$ cat config.mk
export PLATFORM = sky130hd
export DESIGN_NAME = blob_obstacle_avoid_fsm_core
export DESIGN_NICKNAME = d
export VERILOG_FILES = /design/src/hdl/boa_pkg.sv /design/src/hdl/boa_mul.sv /design/src/hdl/boa_div.sv /design/src/hdl/blob_obstacle_avoid_fsm_core.sv
export SDC_FILE = /design/constraint.sdc
export NUM_CORES = 1
export LEC_CHECK = 0
export BUFFER_PORTS_ARGS = -buffer_cell sky130_fd_sc_hd__buf_2
export CAP_MARGIN = 20
export CORE_MARGIN = 3
export CORE_UTILIZATION = 50
export CTS_BUF_LIST = sky130_fd_sc_hd__clkbuf_4 sky130_fd_sc_hd__clkbuf_8
export DETAILED_ROUTE_END_ITERATION = 8
export PLACE_DENSITY = 0.67
export SLEW_MARGIN = 20
export SYNTH_ARGS = -nofsm -noshare
export SYNTH_HDL_FRONTEND = slang
export SYNTH_SLANG_ARGS = --single-unit
$ cat constraint.sdc
create_clock -name clk -period 15.4 [get_ports clk]
set_clock_uncertainty 0.1 [all_clocks]
set_input_delay 3.08 -clock clk [delete_from_list [all_inputs] [get_ports clk]]
set_output_delay 3.08 -clock clk [all_outputs]
set_load 0.02 [all_outputs]
$ cat src/hdl/boa_pkg.sv
// Package with widths, codes and reset values of the obstacle avoider.
`default_nettype none

package boa_pkg;

	// field widths
	localparam int X_W       = 9;
	localparam int AREA_W    = 17;
	localparam int TAG_W     = 16;
	localparam int THR_W     = 17;
	localparam int SPEED_W   = 10;
	localparam int RATE_W    = 10;
	localparam int GAIN_W    = 16;
	localparam int TICK_W    = 8;
	localparam int YAW_W     = 11;
	localparam int MODE_W    = 2;
	localparam int ACT_W     = 2;
	localparam int TALLY_W   = 16;
	localparam int ASUM_W    = 32;

	// stream and configuration port widths
	localparam int IN_TDATA_W  = 48;
	localparam int OUT_TDATA_W = 56;
	localparam int CFG_IDX_W   = 3;
	localparam int CFG_DATA_W  = 17;

	// serial multiplier operand widths
	localparam int MUL_A_W = 17;
	localparam int MUL_B_W = 9;
	localparam int MUL_P_W = MUL_A_W + MUL_B_W;

	// defaults of the top level parameters
	localparam int CENTRE_COLUMN_DEF = 160;
	localparam int ACC_WIDTH_DEF     = 48;

	// input kind
	localparam logic CMD_BLOB = 1'b0;

	// action codes
	localparam logic [ACT_W-1:0] ACT_NONE = 2'd0;
	localparam logic [ACT_W-1:0] ACT_FWD  = 2'd1;
	localparam logic [ACT_W-1:0] ACT_STOP = 2'd2;
	localparam logic [ACT_W-1:0] ACT_TURN = 2'd3;

	// avoider modes
	localparam logic [MODE_W-1:0] MODE_FWD  = 2'd0;
	localparam logic [MODE_W-1:0] MODE_STOP = 2'd1;
	localparam logic [MODE_W-1:0] MODE_TURN = 2'd2;
	localparam logic [MODE_W-1:0] MODE_COOL = 2'd3;

	// register indexes
	localparam logic [CFG_IDX_W-1:0] CFG_AREA_THR   = 3'd0;
	localparam logic [CFG_IDX_W-1:0] CFG_CRUISE     = 3'd1;
	localparam logic [CFG_IDX_W-1:0] CFG_RATE_LIMIT = 3'd2;
	localparam logic [CFG_IDX_W-1:0] CFG_TURN_GAIN  = 3'd3;
	localparam logic [CFG_IDX_W-1:0] CFG_STOP_TICKS = 3'd4;
	localparam logic [CFG_IDX_W-1:0] CFG_COOL_TICKS = 3'd5;

	// register reset values
	localparam logic [THR_W-1:0]   AREA_THR_RST   = 17'd13824;
	localparam logic [SPEED_W-1:0] CRUISE_RST     = 10'd256;
	localparam logic [RATE_W-1:0]  RATE_LIMIT_RST = 10'd256;
	localparam logic [GAIN_W-1:0]  TURN_GAIN_RST  = 16'd328;
	localparam logic [TICK_W-1:0]  STOP_TICKS_RST = 8'd8;
	localparam logic [TICK_W-1:0]  COOL_TICKS_RST = 8'd10;

	// exit hysteresis ratio, area below NUM/DEN of threshold
	localparam int HYST_NUM = 49;
	localparam int HYST_DEN = 50;
	localparam int HYST_W   = THR_W + 6;

endpackage

`default_nettype wire

$ cat src/hdl/boa_mul.sv
// Bit-serial shift-add multiplier, one multiplier bit per cycle.
`default_nettype none

module boa_mul import boa_pkg::*; (
	input  wire logic               clk,
	input  wire logic               arst_n,
	input  wire logic               start,
	input  wire logic [MUL_A_W-1:0] a,
	input  wire logic [MUL_B_W-1:0] b,
	output logic                    done,
	output logic [MUL_P_W-1:0]      prod
);

	localparam int CNT_W = $clog2(MUL_B_W);
	localparam logic [CNT_W-1:0] CNT_LAST = CNT_W'(MUL_B_W - 1);

	logic               busy_q;
	logic               done_q;
	logic [CNT_W-1:0]   cnt_q;
	logic [MUL_P_W-1:0] a_sh_q;
	logic [MUL_B_W-1:0] b_sh_q;
	logic [MUL_P_W-1:0] acc_q;

	// sequence control
	always_ff @(posedge clk or negedge arst_n) begin
		if (!arst_n) begin
			busy_q <= 1'b0;
			done_q <= 1'b0;
			cnt_q  <= '0;
		end else begin
			done_q <= 1'b0;
			if (start) begin
				busy_q <= 1'b1;
				cnt_q  <= '0;
			end else if (busy_q) begin
				cnt_q <= cnt_q + 1'b1;
				if (cnt_q == CNT_LAST) begin
					busy_q <= 1'b0;
					done_q <= 1'b1;
				end
			end
		end
	end

	// shift operands and add one partial product per cycle
	always_ff @(posedge clk) begin
		if (start) begin
			a_sh_q <= MUL_P_W'(a);
			b_sh_q <= b;
			acc_q  <= '0;
		end else if (busy_q) begin
			if (b_sh_q[0]) begin
				acc_q <= acc_q + a_sh_q;
			end
			a_sh_q <= {a_sh_q[MUL_P_W-2:0], 1'b0};
			b_sh_q <= {1'b0, b_sh_q[MUL_B_W-1:1]};
		end
	end

	assign done = done_q;
	assign prod = acc_q;

endmodule

`default_nettype wire

$ cat src/hdl/boa_div.sv
// Bit-serial restoring divider, one quotient bit per cycle, low quotient bits kept.
`default_nettype none

module boa_div import boa_pkg::*; #(
	parameter int N_W = ACC_WIDTH_DEF
) (
	input  wire logic              clk,
	input  wire logic              arst_n,
	input  wire logic              start,
	input  wire logic [N_W-1:0]    dividend,
	input  wire logic [ASUM_W-1:0] divisor,
	output logic                   done,
	output logic [X_W-1:0]         quot
);

	localparam int CNT_W = $clog2(N_W);
	localparam logic [CNT_W-1:0] CNT_LAST = CNT_W'(N_W - 1);

	logic              busy_q;
	logic              done_q;
	logic [CNT_W-1:0]  cnt_q;
	logic [N_W-1:0]    num_q;
	logic [ASUM_W-1:0] den_q;
	logic [ASUM_W-1:0] rem_q;
	logic [X_W-1:0]    quot_q;
	logic [ASUM_W:0]   rem_sh;
	logic [ASUM_W:0]   rem_sub;
	logic              qbit;

	// shift in the next dividend bit and trial subtract
	always_comb begin
		rem_sh  = {rem_q, num_q[N_W-1]};
		rem_sub = rem_sh - {1'b0, den_q};
		qbit    = !rem_sub[ASUM_W];
	end

	// sequence control
	always_ff @(posedge clk or negedge arst_n) begin
		if (!arst_n) begin
			busy_q <= 1'b0;
			done_q <= 1'b0;
			cnt_q  <= '0;
		end else begin
			done_q <= 1'b0;
			if (start) begin
				busy_q <= 1'b1;
				cnt_q  <= '0;
			end else if (busy_q) begin
				cnt_q <= cnt_q + 1'b1;
				if (cnt_q == CNT_LAST) begin
					busy_q <= 1'b0;
					done_q <= 1'b1;
				end
			end
		end
	end

	// datapath: remainder, dividend shifter and quotient shifter
	always_ff @(posedge clk) begin
		if (start) begin
			num_q  <= dividend;
			den_q  <= divisor;
			rem_q  <= '0;
			quot_q <= '0;
		end else if (busy_q) begin
			rem_q  <= qbit ? rem_sub[ASUM_W-1:0] : rem_sh[ASUM_W-1:0];
			num_q  <= {num_q[N_W-2:0], 1'b0};
			quot_q <= {quot_q[X_W-2:0], qbit};
		end
	end

	assign done = done_q;
	assign quot = quot_q;

endmodule

`default_nettype wire

$ cat src/hdl/blob_obstacle_avoid_fsm_core.sv
// Blob-driven obstacle avoider: accumulators, serial arithmetic and mode machine.
// Blob report with tag zero: runs through the bit-serial multiplier, then ready again.
// Guided tick: the bit-serial divider (skipped for an empty frame), then the multiplier,
// then the step, which registers the result. Other items are accepted and dropped.
// One item is worked on at a time; a held result stalls only ticks.
// Reset (arst_n low) resets all but datapath and payload registers at once; no clearing pass.
`default_nettype none

module blob_obstacle_avoid_fsm_core import boa_pkg::*; #(
	parameter int CENTRE_COLUMN = CENTRE_COLUMN_DEF,
	parameter int ACC_WIDTH     = ACC_WIDTH_DEF
) (
	input  wire logic                   clk,
	input  wire logic                   arst_n,
	// input stream
	input  wire logic                   s_tvalid,
	output logic                        s_tready,
	// tdata: blob_x[8:0], rpt_area[26:9], blob_tag[42:27], guided[43], zero [47:44]
	input  wire logic [IN_TDATA_W-1:0]  s_tdata,
	// tuser: command[0]
	input  wire logic                   s_tuser,
	// result stream
	output logic                        m_tvalid,
	input  wire logic                   m_tready,
	// tdata: action[1:0], speed_out[11:2], yaw_rate_out[22:12], mode_now[24:23],
	//        blobs_seen[40:25], centre_x[49:41], zero [55:50]
	output logic [OUT_TDATA_W-1:0]      m_tdata,
	// configuration writes
	input  wire logic                   cfg_valid,
	output logic                        cfg_ready,
	input  wire logic [CFG_IDX_W-1:0]   cfg_index,
	input  wire logic [CFG_DATA_W-1:0]  cfg_data
);

	localparam logic [X_W-1:0] CENTRE = X_W'(CENTRE_COLUMN);

	// sequencer states
	localparam logic [2:0] ST_IDLE = 3'd0;
	localparam logic [2:0] ST_BMUL = 3'd1;
	localparam logic [2:0] ST_DIV  = 3'd2;
	localparam logic [2:0] ST_TGO  = 3'd3;
	localparam logic [2:0] ST_TMUL = 3'd4;
	localparam logic [2:0] ST_STEP = 3'd5;

	logic [2:0] state_q;

	// configuration registers
	logic [THR_W-1:0]   area_thr_q;
	logic [SPEED_W-1:0] cruise_q;
	logic [RATE_W-1:0]  rate_limit_q;
	logic [GAIN_W-1:0]  turn_gain_q;
	logic [TICK_W-1:0]  stop_ticks_q;
	logic [TICK_W-1:0]  cool_ticks_q;

	// avoider state
	logic [ACC_WIDTH-1:0] wsum_q;
	logic [ASUM_W-1:0]    area_sum_q;
	logic [TALLY_W-1:0]   tally_q;
	logic [X_W-1:0]       mean_x_q;
	logic [ASUM_W-1:0]    strength_q;
	logic [MODE_W-1:0]    mode_q;
	logic [TICK_W-1:0]    timer_q;
	logic                 turn_left_q;
	logic [RATE_W-1:0]    turn_rate_q;
	logic [AREA_W-1:0]    rpt_area_q;

	// output register
	logic                   m_tvalid_q;
	logic [OUT_TDATA_W-1:0] m_tdata_q;

	// input fields
	logic               in_cmd;
	logic [X_W-1:0]     in_x;
	logic [AREA_W:0]    in_area_raw;
	logic [TAG_W-1:0]   in_tag;
	logic               in_guided;
	logic [AREA_W-1:0]  in_area;
	logic               in_acc;

	// arithmetic units
	logic               mul_start;
	logic [MUL_A_W-1:0] mul_a;
	logic [MUL_B_W-1:0] mul_b;
	logic               mul_done;
	logic [MUL_P_W-1:0] mul_p;
	logic               div_start;
	logic               div_done;
	logic [X_W-1:0]     div_q;

	// accumulation and step logic
	logic [ACC_WIDTH:0]   wsum_ext;
	logic [ASUM_W:0]      asum_ext;
	logic [X_W-1:0]       mag;
	logic                 off_pos;
	logic [AREA_W-1:0]    rate_raw;
	logic [RATE_W-1:0]    rate_pick;
	logic                 hyst_exit;
	logic                 timer_exp;
	logic [TICK_W-1:0]    timer_dec;
	logic                 step_fire;
	logic [ACT_W-1:0]     act_nxt;
	logic [SPEED_W-1:0]   speed_nxt;
	logic [YAW_W-1:0]     yaw_nxt;
	logic [MODE_W-1:0]    mode_nxt;
	logic [TICK_W-1:0]    timer_nxt;
	logic                 turn_left_nxt;
	logic [RATE_W-1:0]    turn_rate_nxt;
	logic                 strength_clr;

	// unpack the input transaction
	always_comb begin
		in_cmd      = s_tuser;
		in_x        = s_tdata[8:0];
		in_area_raw = s_tdata[26:9];
		in_tag      = s_tdata[42:27];
		in_guided   = s_tdata[43];
		in_area     = in_area_raw[AREA_W] ? '0 : in_area_raw[AREA_W-1:0];
	end

	assign s_tready  = (state_q == ST_IDLE);
	assign in_acc    = s_tvalid && s_tready;
	assign cfg_ready = 1'b1;

	// start strobes and operand select for the shared multiplier and the divider
	always_comb begin
		mul_start = 1'b0;
		div_start = 1'b0;
		if (in_acc && in_cmd == CMD_BLOB && in_tag == '0) begin
			mul_start = 1'b1;
		end
		if (in_acc && in_cmd != CMD_BLOB && in_guided && area_sum_q != '0) begin
			div_start = 1'b1;
		end
		if (state_q == ST_TGO) begin
			mul_start = 1'b1;
		end
		if (state_q == ST_IDLE) begin
			mul_a = in_area;
			mul_b = in_x;
		end else begin
			mul_a = MUL_A_W'(turn_gain_q);
			mul_b = mag;
		end
	end

	boa_mul u_mul (
		.clk    (clk),
		.arst_n (arst_n),
		.start  (mul_start),
		.a      (mul_a),
		.b      (mul_b),
		.done   (mul_done),
		.prod   (mul_p)
	);

	boa_div #(
		.N_W (ACC_WIDTH)
	) u_div (
		.clk      (clk),
		.arst_n   (arst_n),
		.start    (div_start),
		.dividend (wsum_q),
		.divisor  (area_sum_q),
		.done     (div_done),
		.quot     (div_q)
	);

	// saturating sums of a blob report
	always_comb begin
		wsum_ext = {1'b0, wsum_q} + (ACC_WIDTH + 1)'(mul_p);
		asum_ext = {1'b0, area_sum_q} + (ASUM_W + 1)'(rpt_area_q);
	end

	// offset of the mean column, turn rate and exit hysteresis
	always_comb begin
		off_pos   = (mean_x_q > CENTRE);
		mag       = (mean_x_q >= CENTRE) ? (mean_x_q - CENTRE) : (CENTRE - mean_x_q);
		rate_raw  = mul_p[AREA_W+7:8];
		rate_pick = (rate_raw < AREA_W'(rate_limit_q)) ? rate_raw[RATE_W-1:0] : rate_limit_q;
		hyst_exit = (strength_q[ASUM_W-1:THR_W] == '0) &&
			(HYST_W'(strength_q[THR_W-1:0]) * HYST_W'(HYST_DEN) <
			 HYST_W'(area_thr_q) * HYST_W'(HYST_NUM));
		timer_exp = (timer_q <= TICK_W'(1));
		timer_dec = timer_exp ? '0 : (timer_q - 1'b1);
	end

	// one step of the avoider machine
	always_comb begin
		act_nxt       = ACT_NONE;
		speed_nxt     = '0;
		yaw_nxt       = '0;
		mode_nxt      = mode_q;
		timer_nxt     = timer_q;
		turn_left_nxt = turn_left_q;
		turn_rate_nxt = turn_rate_q;
		strength_clr  = 1'b0;
		case (mode_q)
			MODE_FWD: begin
				if (strength_q > ASUM_W'(area_thr_q)) begin
					timer_nxt = stop_ticks_q;
					mode_nxt  = MODE_STOP;
				end else begin
					act_nxt   = ACT_FWD;
					speed_nxt = cruise_q;
				end
			end
			MODE_STOP: begin
				act_nxt   = ACT_STOP;
				timer_nxt = timer_dec;
				if (timer_exp) begin
					turn_left_nxt = !off_pos;
					turn_rate_nxt = rate_pick;
					mode_nxt      = MODE_TURN;
				end
			end
			MODE_TURN: begin
				act_nxt = ACT_TURN;
				yaw_nxt = turn_left_q ? (YAW_W'(0) - YAW_W'(turn_rate_q)) : YAW_W'(turn_rate_q);
				if (hyst_exit) begin
					timer_nxt    = cool_ticks_q;
					mode_nxt     = MODE_COOL;
					strength_clr = 1'b1;
				end
			end
			default: begin
				act_nxt   = ACT_FWD;
				speed_nxt = cruise_q;
				timer_nxt = timer_dec;
				if (timer_exp) begin
					mode_nxt = MODE_FWD;
				end
			end
		endcase
	end

	assign step_fire = (state_q == ST_STEP) && (!m_tvalid_q || m_tready);

	// sequencer
	always_ff @(posedge clk or negedge arst_n) begin
		if (!arst_n) begin
			state_q <= ST_IDLE;
		end else begin
			case (state_q)
				ST_IDLE: begin
					if (mul_start) begin
						state_q <= ST_BMUL;
					end else if (div_start) begin
						state_q <= ST_DIV;
					end else if (in_acc && in_cmd != CMD_BLOB && in_guided) begin
						state_q <= ST_TGO;
					end
				end
				ST_BMUL: begin
					if (mul_done) begin
						state_q <= ST_IDLE;
					end
				end
				ST_DIV: begin
					if (div_done) begin
						state_q <= ST_TGO;
					end
				end
				ST_TGO: begin
					state_q <= ST_TMUL;
				end
				ST_TMUL: begin
					if (mul_done) begin
						state_q <= ST_STEP;
					end
				end
				ST_STEP: begin
					if (step_fire) begin
						state_q <= ST_IDLE;
					end
				end
				default: begin
					state_q <= ST_IDLE;
				end
			endcase
		end
	end

	// configuration writes
	always_ff @(posedge clk or negedge arst_n) begin
		if (!arst_n) begin
			area_thr_q   <= AREA_THR_RST;
			cruise_q     <= CRUISE_RST;
			rate_limit_q <= RATE_LIMIT_RST;
			turn_gain_q  <= TURN_GAIN_RST;
			stop_ticks_q <= STOP_TICKS_RST;
			cool_ticks_q <= COOL_TICKS_RST;
		end else if (cfg_valid) begin
			case (cfg_index)
				CFG_AREA_THR:   area_thr_q   <= cfg_data[THR_W-1:0];
				CFG_CRUISE:     cruise_q     <= cfg_data[SPEED_W-1:0];
				CFG_RATE_LIMIT: rate_limit_q <= cfg_data[RATE_W-1:0];
				CFG_TURN_GAIN:  turn_gain_q  <= cfg_data[GAIN_W-1:0];
				CFG_STOP_TICKS: stop_ticks_q <= cfg_data[TICK_W-1:0];
				CFG_COOL_TICKS: cool_ticks_q <= cfg_data[TICK_W-1:0];
				default: begin
				end
			endcase
		end
	end

	// hold the area of an accepted tag-zero report, zero if out of range
	always_ff @(posedge clk) begin
		if (mul_start && state_q == ST_IDLE) begin
			rpt_area_q <= in_area;
		end
	end

	// accumulators, frame latch and avoider state
	always_ff @(posedge clk or negedge arst_n) begin
		if (!arst_n) begin
			wsum_q      <= '0;
			area_sum_q  <= '0;
			tally_q     <= '0;
			mean_x_q    <= CENTRE;
			strength_q  <= '0;
			mode_q      <= MODE_FWD;
			timer_q     <= '0;
			turn_left_q <= 1'b0;
			turn_rate_q <= RATE_LIMIT_RST;
		end else begin
			if (state_q == ST_BMUL && mul_done) begin
				wsum_q     <= wsum_ext[ACC_WIDTH] ? '1 : wsum_ext[ACC_WIDTH-1:0];
				area_sum_q <= asum_ext[ASUM_W] ? '1 : asum_ext[ASUM_W-1:0];
				if (tally_q != '1) begin
					tally_q <= tally_q + 1'b1;
				end
			end
			if (in_acc && in_cmd != CMD_BLOB && in_guided && area_sum_q == '0) begin
				strength_q <= '0;
			end
			if (state_q == ST_DIV && div_done) begin
				mean_x_q   <= div_q;
				strength_q <= area_sum_q;
			end
			if (step_fire) begin
				wsum_q      <= '0;
				area_sum_q  <= '0;
				tally_q     <= '0;
				mode_q      <= mode_nxt;
				timer_q     <= timer_nxt;
				turn_left_q <= turn_left_nxt;
				turn_rate_q <= turn_rate_nxt;
				if (strength_clr) begin
					strength_q <= '0;
				end
			end
		end
	end

	// result handshake
	always_ff @(posedge clk or negedge arst_n) begin
		if (!arst_n) begin
			m_tvalid_q <= 1'b0;
		end else if (step_fire) begin
			m_tvalid_q <= 1'b1;
		end else if (m_tready) begin
			m_tvalid_q <= 1'b0;
		end
	end

	// result payload
	always_ff @(posedge clk) begin
		if (step_fire) begin
			m_tdata_q <= {6'b0, mean_x_q, tally_q, mode_nxt, yaw_nxt, speed_nxt, act_nxt};
		end
	end

	assign m_tvalid = m_tvalid_q;
	assign m_tdata  = m_tdata_q;

endmodule

`default_nettype wire

# [Word level (Yosys, flattened, before mapping)]
# Index checks and enable logic that the tools add are counted.
# W data, S select, Z words.
[classes] add_sub_neg=11 multipliers=2 order_cmp=6 n_eq_ne=22 n_mux=70 n_bitwise=1 reduce_logical=41
[op_table] op="$mux W32" n=8
[op_table] op="$mux W48" n=5
[op_table] op="$mux W17" n=4
[op_table] op="$add A48 B26 Y49" n=1
[op_table] op="$mux W16" n=3
[op_table] op="$mux W9" n=4
[op_table] op="$add A32 B17 Y33" n=1
[op_table] op="$sub A33 B32 Y33" n=1
[op_table] op="$gt A32 B17 Y1" n=1
[op_table] op="$logic_not A32 Y1" n=1
[op_table] op="$reduce_bool A32 Y1" n=1
[op_table] op="$mux W10" n=3
[op_table] op="$add A26 B26 Y26" n=1
[op_table] op="$mux W8" n=3
[op_table] op="$lt A23 B23 Y1" n=1
[op_table] op="$mul A17 B6 Y23 const B" n=1
[op_table] op="$mul A17 B5 Y22 const B" n=1
[op_table] op="$mux W3" n=7
[op_table] op="$mux W1" n=20
[op_table] op="$pmux W10 S2" n=1
[op_table] op="$pmux W3 S6" n=1
[op_table] op="$reduce_and A2 Y1" n=9
[op_table] op="$lt A17 B10 Y1" n=1
[op_table] op="$add A16 B1 Y16 const B" n=1
[op_table] op="other kinds (37)" n=73
[word_totals] register_bits=494 inputBits=74 out_inout_bits=59 word_cells=188

# [Logic depth before layout (Yosys ltp)]
# Gate-level depths: netlist of run 1.
[logic_depth] depth_word=9 mapped_depth=26

# [Cells and area by module]
# A second synthesis of run 1 with hierarchy kept.
[hier_totals] hier_cells=3013 area_unflattened_um2=30501.8
[modules_own_cells] module="blob_obstacle_avoid_fsm_core" n_inst=1 cells_per_inst=1949 area_each_um2=19398.6 seq_area_each_um2=7811.2
[modules_own_cells] module="boa_div" n_inst=1 cells_per_inst=636 area_each_um2=7081.8 seq_area_each_um2=3423.3
[modules_own_cells] module="boa_mul" n_inst=1 cells_per_inst=428 area_each_um2=4021.4 seq_area_each_um2=1631.6

# [Worst setup path after synthesis of run 1]
# No wires, ideal clock.
[synth_timing] path_kind="in2reg" start="input port s_tdata[28]" end="register u_mul.a_sh_q[0], enable pin" t_arrival_ns=6.097 required_ns=14.913 slack_ns=8.817 stages=5 n_path_buf=1 cell_sequence="or4b_2 -> nor4_2 -> a21oi_1 -> clkbuf_1 -> nand2b_1"
[synth_between] elab_chain_cells=5
[synth_lines] item="start: declaration" line="blob_obstacle_avoid_fsm_core.sv:19" source="input wire logic [IN_TDATA_W-1:0] s_tdata,"
[synth_lines] item="$logic_not A16 Y1" line="blob_obstacle_avoid_fsm_core.sv:128" source="if (in_acc && in_cmd == CMD_BLOB && in_tag == '0) begin"
[synth_lines] item="$logic_and A1 B1 Y1" line="blob_obstacle_avoid_fsm_core.sv:128"
[synth_lines] item="$mux W1" line="blob_obstacle_avoid_fsm_core.sv:128"
[synth_lines] item="$mux W1" line="blob_obstacle_avoid_fsm_core.sv:134" source="if (state_q == ST_TGO) begin"
[synth_lines] item="$reduce_bool A2 Y1 (no line)"
[synth_lines] item="end signal: assignment" line="boa_mul.sv:48" source="a_sh_q <= MUL_P_W'(a);"
[synth_lines] item="end signal: assignment" line="boa_mul.sv:55" source="a_sh_q <= {a_sh_q[MUL_P_W-2:0], 1'b0};"
[synth_lines] item="end: declaration" line="boa_mul.sv:20" source="logic [MUL_P_W-1:0] a_sh_q;"
# Every way passes these cells.
# A chain may end at the register's enable or synchronous reset.

# [Worst setup path in the final report of run 1]
[layout_timing] start="register area_thr_q[1]" end="register timer_q[3]"
[layout_between] elab_chain_cells=5
[layout_lines] item="start: declaration" line="blob_obstacle_avoid_fsm_core.sv:48" source="logic [THR_W-1:0] area_thr_q;"
[layout_lines] item="start signal: assignment" line="blob_obstacle_avoid_fsm_core.sv:294" source="CFG_AREA_THR: area_thr_q <= cfg_data[THR_W-1:0];"
[layout_lines] item="$mul A17 B6 Y23" line="blob_obstacle_avoid_fsm_core.sv:182" source="HYST_W'(area_thr_q) * HYST_W'(HYST_NUM));"
[layout_lines] item="$lt A23 B23 Y1" line="blob_obstacle_avoid_fsm_core.sv:181" source="(HYST_W'(strength_q[THR_W-1:0]) * HYST_W'(HYST_DEN) <"
[layout_lines] item="$logic_and A1 B1 Y1" line="blob_obstacle_avoid_fsm_core.sv:180" source="hyst_exit = (strength_q[ASUM_W-1:THR_W] == '0) &&"
[layout_lines] item="$ne A2 B2 Y1 (no line)"
[layout_lines] item="$reduce_and A3 Y1 (no line) (*)"
[layout_lines] item="end signal: assignment" line="blob_obstacle_avoid_fsm_core.sv:345" source="timer_q <= timer_nxt;"
[layout_lines] item="end: declaration" line="blob_obstacle_avoid_fsm_core.sv:62" source="logic [TICK_W-1:0] timer_q;"
# Every way passes the cells marked *; elsewhere a longest branch is shown, timed or not.

==> results.yml, run 1 <==
sta:
  setup_viol: 0
  fmax_ghz: 0.155
  slew_headroom_pct: 28.9
  min_period_over_period_pct: 41.8
  min_period_ns: 6.44
  final-hold-violation-count: 0
  rsz0062_at_grt: "false"
  finalWorstSetupSlack_ns: 8.96
  tightest_slew_ns: 1.06
  tns_ns: 0
  slew_violations: 0
setup_path:
  start_kind: "register"
  r2r-end: "timer_q[3]"
  end_kind: "register"
  crit-reg2reg-launch: "area_thr_q[1]"
  rr_worst_depth: 25
  critPathMaxStageDelay_ns: 0.55
  worstPathArrival_ns: 6.89
  cp_slowest_cell: "a21oi_2"
  r2r_slack_ns: 8.96
  critPathKind: "register to register"
  required_ns: 15.85
  cpMostUsedCell: "ha_1"
  cp_top_family: "compound AO/OA/AOI/OAI gates"
  cp.depth: 25
  path_max_fanout: 16
  crit_path_end: "timer_q[3]"
  startpoint: "area_thr_q[1]"
  path_buf_inv: 1
cells_and_area:
  drive_gt1_share_pct: 12.7
  final_cell_mix: "359 x nand2_1, 274 x ha_1, 242 x a21oi_1"
  final_nets: 3517
  layout_commonest_cell: "nand2_1"
  fin_area_mm2: 0.0328
  post-route-util_pct: 56.4
  diodes: 0
  fillCellCount: 5175
  syn2layout_area_growth_pct: 10.6
flow_run:
  drv_cap: 0
detailed_routing:
  drt_pass1_iterations: 6
  viasPerCell: 5.73
  drt-total-wl_um: 71200
  drt_iter0_markers: 1456
  drc: 0
  ant_nets: 0
  wl_per_cell_um: 17.9
  num_vias: 22800
die:
  ios: 133
  chipWidth_um: 249
  start_util_pct: 51.0
  core_area_mm2: 0.0581
  die_area_mm2: 0.0622
  die_h_um: 249
  rows: 88
logic_synthesis:
  yosys_warnings: 0
  ys_seq_area_share_pct: 43.4
  syn_area_per_cell_um2: 9.77
  synth-seq-cells: 494
  synthArstFlopShare_pct: 49.6
  synthFlopType: "dfrtp_1"
  yosysUniqueCellTypes: 105
  synth_edf_count: 173
  syn-instance-count: 3035
  netlist_area_mm2: 0.0296
hold_path:
  min_path_cells: 2
  min_path_type: "register to register"
clocking:
  clk_latency_ns: 0.67
  cts_tree: "yes"
  clock_path_buffers: 3
  root_buffer: "clkbuf_8"
  htreeDepth: 3
  cts_num_sinks: 494
  cts_made_buffers: 83
  postCtsSetupBuffers: 0
  cts-hold-fix-buffers: 0
  clkTransAtPathRegs_ns: 0.06
  cts_resized: 0
global_route:
  grt_max_degree: 114
  grt_pass1_wl_um: 116000
  overflow: 0
  grt_util_all_layers_pct: 22.6
  grt_pass1_vias: 22600
  antenna_found_initial: 0
power_and_ir_drop:
  peakVddDrop_mv: 0.106
  p_leak_nw: 15.3
  power.density_mw_per_mm2: 188
placed_design:
  io_buffers: 121
  place_ws_ns: 8.92
  gp_congestion: 0.903
  dpl-instance-area_mm2: 0.0309
  detailedPlacementHpwl_um: 50900
run_status:
  status: "finished clean"
[state kept, by name, indices dropped and copies added, names as in the netlist, 17 cells and up]
register      cells
u_mul.prod       26
area_thr_q       17
u_div.rem_q      32
u_div.den_q      32
wsum_q           48
m_tdata          50
strength_q       32
rpt_area_q       17
u_div.num_q      48
u_mul.a_sh_q     26
area_sum_q       32
[Yosys cell counts, drive strengths merged (22+ instances only)]
library cell	number	share of area, %
a211oi	26	0.66
a21o	65	1.6
a21oi	245	4.1
a22o	22	0.65
a22oi	22	0.56
a31oi	40	0.87
and3	27	0.57
buf	33	0.70
clkbuf	93	1.2
dfrtp	230	19
dfxtp	76	5.1
edfxtp	173	18
fa	28	1.9
ha	274	12
inv	181	2.3
mux2	51	2.0
mux2i	55	1.9
nand2	360	4.6
nand2b	33	0.70
nand3	63	1.1
nand4	30	0.63
nor2	189	2.4
nor2b	53	1.1
nor3	54	0.93
nor4	25	0.55
o21ai	195	3.3
xnor2	88	2.6
xor2	56	1.7
[layer usage]
layer  GRT usage, %  part of all wire (%)  vias up
li1               -                     -    11100
met1           31.4                    46    10900
met2           36.4                    46      682
met3           4.00                   6.1      120
met4           6.71                   2.4        0
met5              0                     0        -
[area by class of cell]
| class | instances | area, um^2 | share of cell area [%] |
|---|---|---|---|
| timing repair buffer | 143 | 785 | 2.39 |
| sequential | 494 | 12900 | 39.2 |
| clock buffer | 130 | 1610 | 4.92 |
| inverter | 182 | 687 | 2.09 |
| clock inverter | 26 | 260 | 0.794 |
| tap | 765 | 957 | 2.92 |
| multi-input combinational | 2237 | 15600 | 47.6 |
[worst min path at each step]
stage               slack (ns)        endpoint      startpoint
CTS                       0.39     mean_x_q[6]   u_div.quot[6]
detailed placement        0.37     mean_x_q[5]   u_div.quot[5]
global placement          0.35     mean_x_q[5]   u_div.quot[5]
global route              0.41  strength_q[19]  strength_q[19]
finish                    0.38     mean_x_q[6]   u_div.quot[6]
floorplan                 0.32     mean_x_q[5]   u_div.quot[5]
[kinds of logic (layout without fill, tap and decap cells)]
| group | count (synthesis) | count (layout) | synth area share (%) |
|---|---|---|---|
| other | 2 | 7 | 0.0253 |
| DFF | 494 | 494 | 43.4 |
| buffers and inverters | 309 | 481 | 4.23 |
| adders and majority gates | 302 | 302 | 13.5 |
| AOI/OAI and AO/OA | 754 | 754 | 16.0 |
| and+or+nand+nor | 924 | 924 | 14.8 |
| xor gates and xnor gates | 144 | 144 | 4.25 |
| muxes | 106 | 106 | 3.81 |
[power breakdown]
part	internal, W	switching, W	total (W)	leakage [nW]
Combinational	0.00117	0.00160	0.00277	8.79
Clock	0.000753	0.000539	0.00129	0.986
Sequential	0.00178	0.000305	0.00209	5.55
Total	0.00371	0.00244	0.00615	15.3
[worst min-delay path: stages, from the launching register on]
cell and delay [ns]:
dfxtp_1 0.32, nand2_1 0.05, o21ai_0 0.06
[metrics by stage]
step | std cells | power, W | hold slack (ns)
after floorplan | 3040 | 0.00422 | 0.317
after global placement | 3821 | 0.00472 | 0.350
after detailed placement | 3821 | 0.00485 | 0.373
after CTS | 3977 | 0.00617 | 0.388
after global routing | 3977 | 0.00666 | 0.415
final | 3977 | 0.00615 | 0.381
Note: power is estimated with default switching activity, not from simulation.
==> inputs of run 2 (changes only) <==
- clock period: 15.4 -> 6.5 ns (I/O delays scaled with it)
==> run 2 against run 1 <==
Net effect: combinational power rose by 140%; clock power rose by 130%; flip-flop and latch count did not move; hold slack got worse by 0.029 ns; critical path type unchanged; non-clock buffer count rose by 4; highest routed layer unchanged.
==> results.yml, run 2 (same netlist as run 1, synthesis figures left out) <==
die:
  die_h_um: 249
  rows: 88
  ios: 133
  start_util_pct: 51.0
  chipWidth_um: 249
  die_area_mm2: 0.0622
  core_area_mm2: 0.0581
sta:
  slew_headroom_pct: 29.2
  setup_viol: 0
  slew_violations: 0
  fmax_ghz: 0.165
  tns_ns: 0
  tightest_slew_ns: 1.06
  final-hold-violation-count: 0
  min_period_over_period_pct: 93.1
  min_period_ns: 6.05
  worst_hold_slack_ns: 0.352
global_route:
  grt_max_degree: 134
  grt_pass1_wl_um: 116000
  grt_pass1_vias: 22400
  grt_util_all_layers_pct: 22.5
  antenna_found_initial: 4
  overflow: 0
clocking:
  cts_num_sinks: 494
  cts-hold-fix-buffers: 0
  cts_resized: 0
  clock_path_buffers: 3
  root_buffer: "clkbuf_8"
  cts_tree: "yes"
  postCtsSetupBuffers: 0
  htreeDepth: 3
  clk_latency_ns: 0.68
  cts_made_buffers: 83
  clkTransAtPathRegs_ns: 0.06
setup_path:
  start_kind: "register"
  critPathKind: "register to register"
  end_kind: "register"
  worstPathArrival_ns: 6.52
  required_ns: 6.96
  path_max_fanout: 6
power_and_ir_drop:
  power.density_mw_per_mm2: 441
  peakVddDrop_mv: 0.276
  p_leak_nw: 15.3
  power_w: 0.0144
detailed_routing:
  drt-total-wl_um: 71600
  drt_pass1_iterations: 5
  viasPerCell: 5.78
  ant_nets: 0
  drt_iter0_markers: 1699
  num_vias: 23000
  drc: 0
  wl_per_cell_um: 18.0
cells_and_area:
  layout_commonest_cell: "nand2_1"
  final_cell_mix: "359 x nand2_1, 274 x ha_1, 242 x a21oi_1"
  instances_no_fill: 3982
  multi_input_area_mm2: 0.0156
  largest_register_ff_count: 50
  fillCellCount: 5052
  syn2layout_area_growth_pct: 10.6
  drive_gt1_share_pct: 12.9
  regArea_mm2: 0.0129
  final_nets: 3522
placed_design:
  gp_congestion: 0.909
  placed_cells: 3823
  io_buffers: 121
  detailedPlacementHpwl_um: 50900
hold_path:
  min_path_type: "register to register"
run_status:
  status: "finished clean"
flow_run:
  drv_cap: 0
==> run 2: changes by cell type in the layout (fill, tap and decap cells not counted), moves of 2 or more <==
cell       before  now
clkbuf_4       28   35
bufinv_16       5    2
buf_4          21   23
clkbuf_8      102   99
diode_2         0    2
clkinv_1        8    4
==> run 2: power breakdown <==
group / switching [W] / internal [W] / total [W]
clock network: 0.00128 / 0.00167 / 0.00295
logic: 0.00378 / 0.00278 / 0.00656
registers: 0.000714 / 0.00422 / 0.00494
==> run 2: metal layers <==
layer	part of all wire, %	wire (um)	global-route usage, %	vias to the layer above
met3	6.1	4340	4.03	111
met4	2.2	1570	5.97	0
li1	-	-	-	11100
met2	45	32400	36.3	686
met1	47	33300	31.5	11100
met5	0	0	0	-
==> run 2: through the flow <==
stage	utilization, %	instance area, um^2	worst slack [ns]
2_1_floorplan	-	29700	1.04
3_3_place_gp	53.2	30900	0.338
3_5_place_dp	53.2	30900	0.217
4_1_cts	56.3	32700	0.181
5_1_grt	56.4	32800	-0.0328
6_report	56.4	32800	0.445
==> run 2: final timing paths <==
check	startpoint	endpoint	slack, ns	cells past startpoint
min in group asynchronous	arst_n	strength_q[22]	0.49	1
max reg2reg	area_thr_q[2]	timer_q[4]	0.45	25
min reg2reg	u_div.quot[5]	mean_x_q[5]	0.35	2
max	area_thr_q[2]	timer_q[4]	0.45	25
max in group asynchronous	arst_n	turn_rate_q[9]	4.35	3
min	u_div.quot[5]	mean_x_q[5]	0.35	2
==> run 2: final cells by class <==
cell class                      instances  share of cell area, %
Clock buffer                          134                   4.96
Tap cell                              765                   2.92
Inverter                              182                   2.10
Antenna cell                            2                 0.0153
Sequential cell                       494                   39.2
Clock inverter                         20                  0.500
Timing Repair Buffer                  147                   2.56
Multi-Input combinational cell       2238                   47.7
==> run 2: critical path, stage by stage, from the launching register on <==
cell	delay, ns
dfrtp_1	0.42
ha_1	0.31
fa_1	0.47
ha_1	0.30
ha_1	0.21
inv_1	0.07
fa_1	0.20
nor2b_1	0.05
o21ai_0	0.21
a21oi_1	0.11
o21a_1	0.19
o21ai_0	0.15
nor2b_2	0.25
o21bai_1	0.12
a21o_1	0.18
a21oi_1	0.16
xor2_1	0.18
ha_1	0.26
a211oi_1	0.25
o2111ai_1	0.16
a31o_2	0.24
a221o_1	0.33
a211o_1	0.41
a21oi_4	0.22
o21ai_0	0.12
a22o_1	0.25
==> inputs of run 3 (changes only) <==
- ABC_CLOCK_PERIOD_IN_PS: default -> 6500
- CORE_UTILIZATION: 50 -> 45
- PLACE_DENSITY: 0.67 -> default
==> run 3 against run 2 <==
Net effect: combinational power is 0.8% higher; critical endpoint is now timer_q[5]; sequential power about the same; flip-flop and latch count stayed put; design area is 0.45% higher.
==> results.yml, run 3 (same netlist as run 1, synthesis figures left out) <==
setup_path:
  cpMostUsedCell: "ha_1"
  end_kind: "register"
  start_kind: "register"
  critPathMaxStageDelay_ns: 0.46
  path_max_fanout: 11
  critPathKind: "register to register"
  cp_slowest_cell: "fa_1"
  required_ns: 6.94
  worstPathArrival_ns: 6.53
sta:
  min_period_ns: 6.09
  tns_ns: 0
  min_period_over_period_pct: 93.8
  final-hold-violation-count: 0
  slew_headroom_pct: 29.6
  slew_violations: 0
  fmax_ghz: 0.164
  rsz0062_at_grt: "false"
  setup_viol: 0
  tightest_slew_ns: 1.05
  finalWorstSetupSlack_ns: 0.406
clocking:
  cts_made_buffers: 85
  clk_latency_ns: 0.69
  clkTransAtPathRegs_ns: 0.06
  postCtsSetupBuffers: 0
  htreeDepth: 3
  clock_path_buffers: 3
  root_buffer: "clkbuf_8"
  cts_tree: "yes"
  cts_num_sinks: 494
power_and_ir_drop:
  peakVddDrop_mv: 0.234
  p_sw_share_pct: 40.2
  pwr-share-comb_pct: 45.5
  power.density_mw_per_mm2: 441
  power_frac_seq_pct: 34.0
  p_leak_nw: 15.3
  p_int_w: 0.00869
  pwr-share-clk_pct: 20.5
  p_switching_w: 0.00584
global_route:
  antenna_found_initial: 2
  overflow: 0
  grt_util_all_layers_pct: 21.0
  grt_pass1_vias: 22900
  grt_max_degree: 128
  grt_pass1_wl_um: 119000
cells_and_area:
  layout_commonest_cell: "nand2_1"
  fillCellCount: 5890
  largest_register_ff_count: 50
  multi_input_area_mm2: 0.0156
  post-route-util_pct: 50.8
  syn2layout_area_growth_pct: 11.1
  regArea_mm2: 0.0129
  drive_gt1_share_pct: 13.2
  fin_area_mm2: 0.0329
  final_cell_mix: "359 x nand2_1, 274 x ha_1, 240 x a21oi_1"
  final_nets: 3523
placed_design:
  gp_congestion: 0.880
  dpl-instance-area_mm2: 0.0311
  io_buffers: 121
  place_ws_ns: 0.280
  detailedPlacementHpwl_um: 52400
detailed_routing:
  drt_pass1_iterations: 6
  drc: 0
  wl_per_cell_um: 18.0
  viasPerCell: 5.62
  drt-total-wl_um: 73500
  drt_iter0_markers: 1777
  num_vias: 22900
  ant_nets: 0
die:
  start_util_pct: 45.7
  ios: 133
  core_area_mm2: 0.0648
  chipWidth_um: 263
  die_h_um: 263
  rows: 93
  die_area_mm2: 0.0690
run_status:
  status: "finished clean"
hold_path:
  min_path_type: "register to register"
flow_run:
  drv_cap: 0
-- run 3: power groups by stage --
| stage | combinational, W | clock, W | sequential [W] |
|---|---|---|---|
| 2_1_floorplan | 0.00525 | 0 | 0.00473 |
| 3_3_place_gp | 0.00631 | 0 | 0.00496 |
| 3_5_place_dp | 0.00656 | 0 | 0.00499 |
| 4_1_cts | 0.00661 | 0.00307 | 0.00494 |
| 5_1_grt | 0.00750 | 0.00322 | 0.00505 |
| 6_report | 0.00661 | 0.00298 | 0.00494 |
-- run 3: cell type report --
type                            count  area share [%]
Multi-Input combinational cell   2237            47.5
Clock buffer                      138            5.08
Sequential cell                   494            39.1
Timing Repair Buffer              147            2.51
Antenna cell                        4          0.0304
Inverter                          182            2.09
Tap cell                          855            3.25
Clock inverter                     21           0.490
-- run 3: routing by layer --
metal | up-vias | global-route usage, % | share of wire [%]
li1 | 11100 | - | -
met1 | 11100 | 29.0 | 47
met2 | 577 | 33.6 | 45
met3 | 129 | 3.70 | 4.9
met4 | 0 | 6.55 | 2.5
met5 | - | 0 | 0
-- run 3: final timing paths --
kind / startpoint / endpoint / slack, ns / cells after the start
max: area_thr_q[1] / timer_q[5] / 0.41 / 25
min: u_div.quot[5] / mean_x_q[5] / 0.37 / 2
max reg2reg: area_thr_q[1] / timer_q[5] / 0.41 / 25
min reg2reg: u_div.quot[5] / mean_x_q[5] / 0.37 / 2
max in group asynchronous: arst_n / area_thr_q[15] / 4.34 / 2
min in group asynchronous: arst_n / strength_q[24] / 0.61 / 1
-- run 3: through the flow --
stage,power (W),cells,hold WS (ns)
after floorplan,0.00999,3040,0.317
final,0.0145,4078,0.375
after CTS,0.0146,4074,0.383
after global routing,0.0158,4076,0.411
after detailed placement,0.0115,3915,0.350
after global placement,0.0113,3915,0.350
-- run 3: worst max-delay path, delay by kind of cell (launching register included) --
family	cells	cell delay (ns)
compound gates	15	3.17
buf+inv	1	0.07
flops	1	0.40
fa+ha+maj	6	1.76
simple gates	2	0.28
xor+xnor	1	0.20
-- run 3: timing repair --
| item | 4_1_cts | 5_1_grt |
|---|---|---|
| setup endpoints to repair | 0 | 8 |
| hold buffers | 0 | 0 |
| gates resized for setup | 0 | 5 |
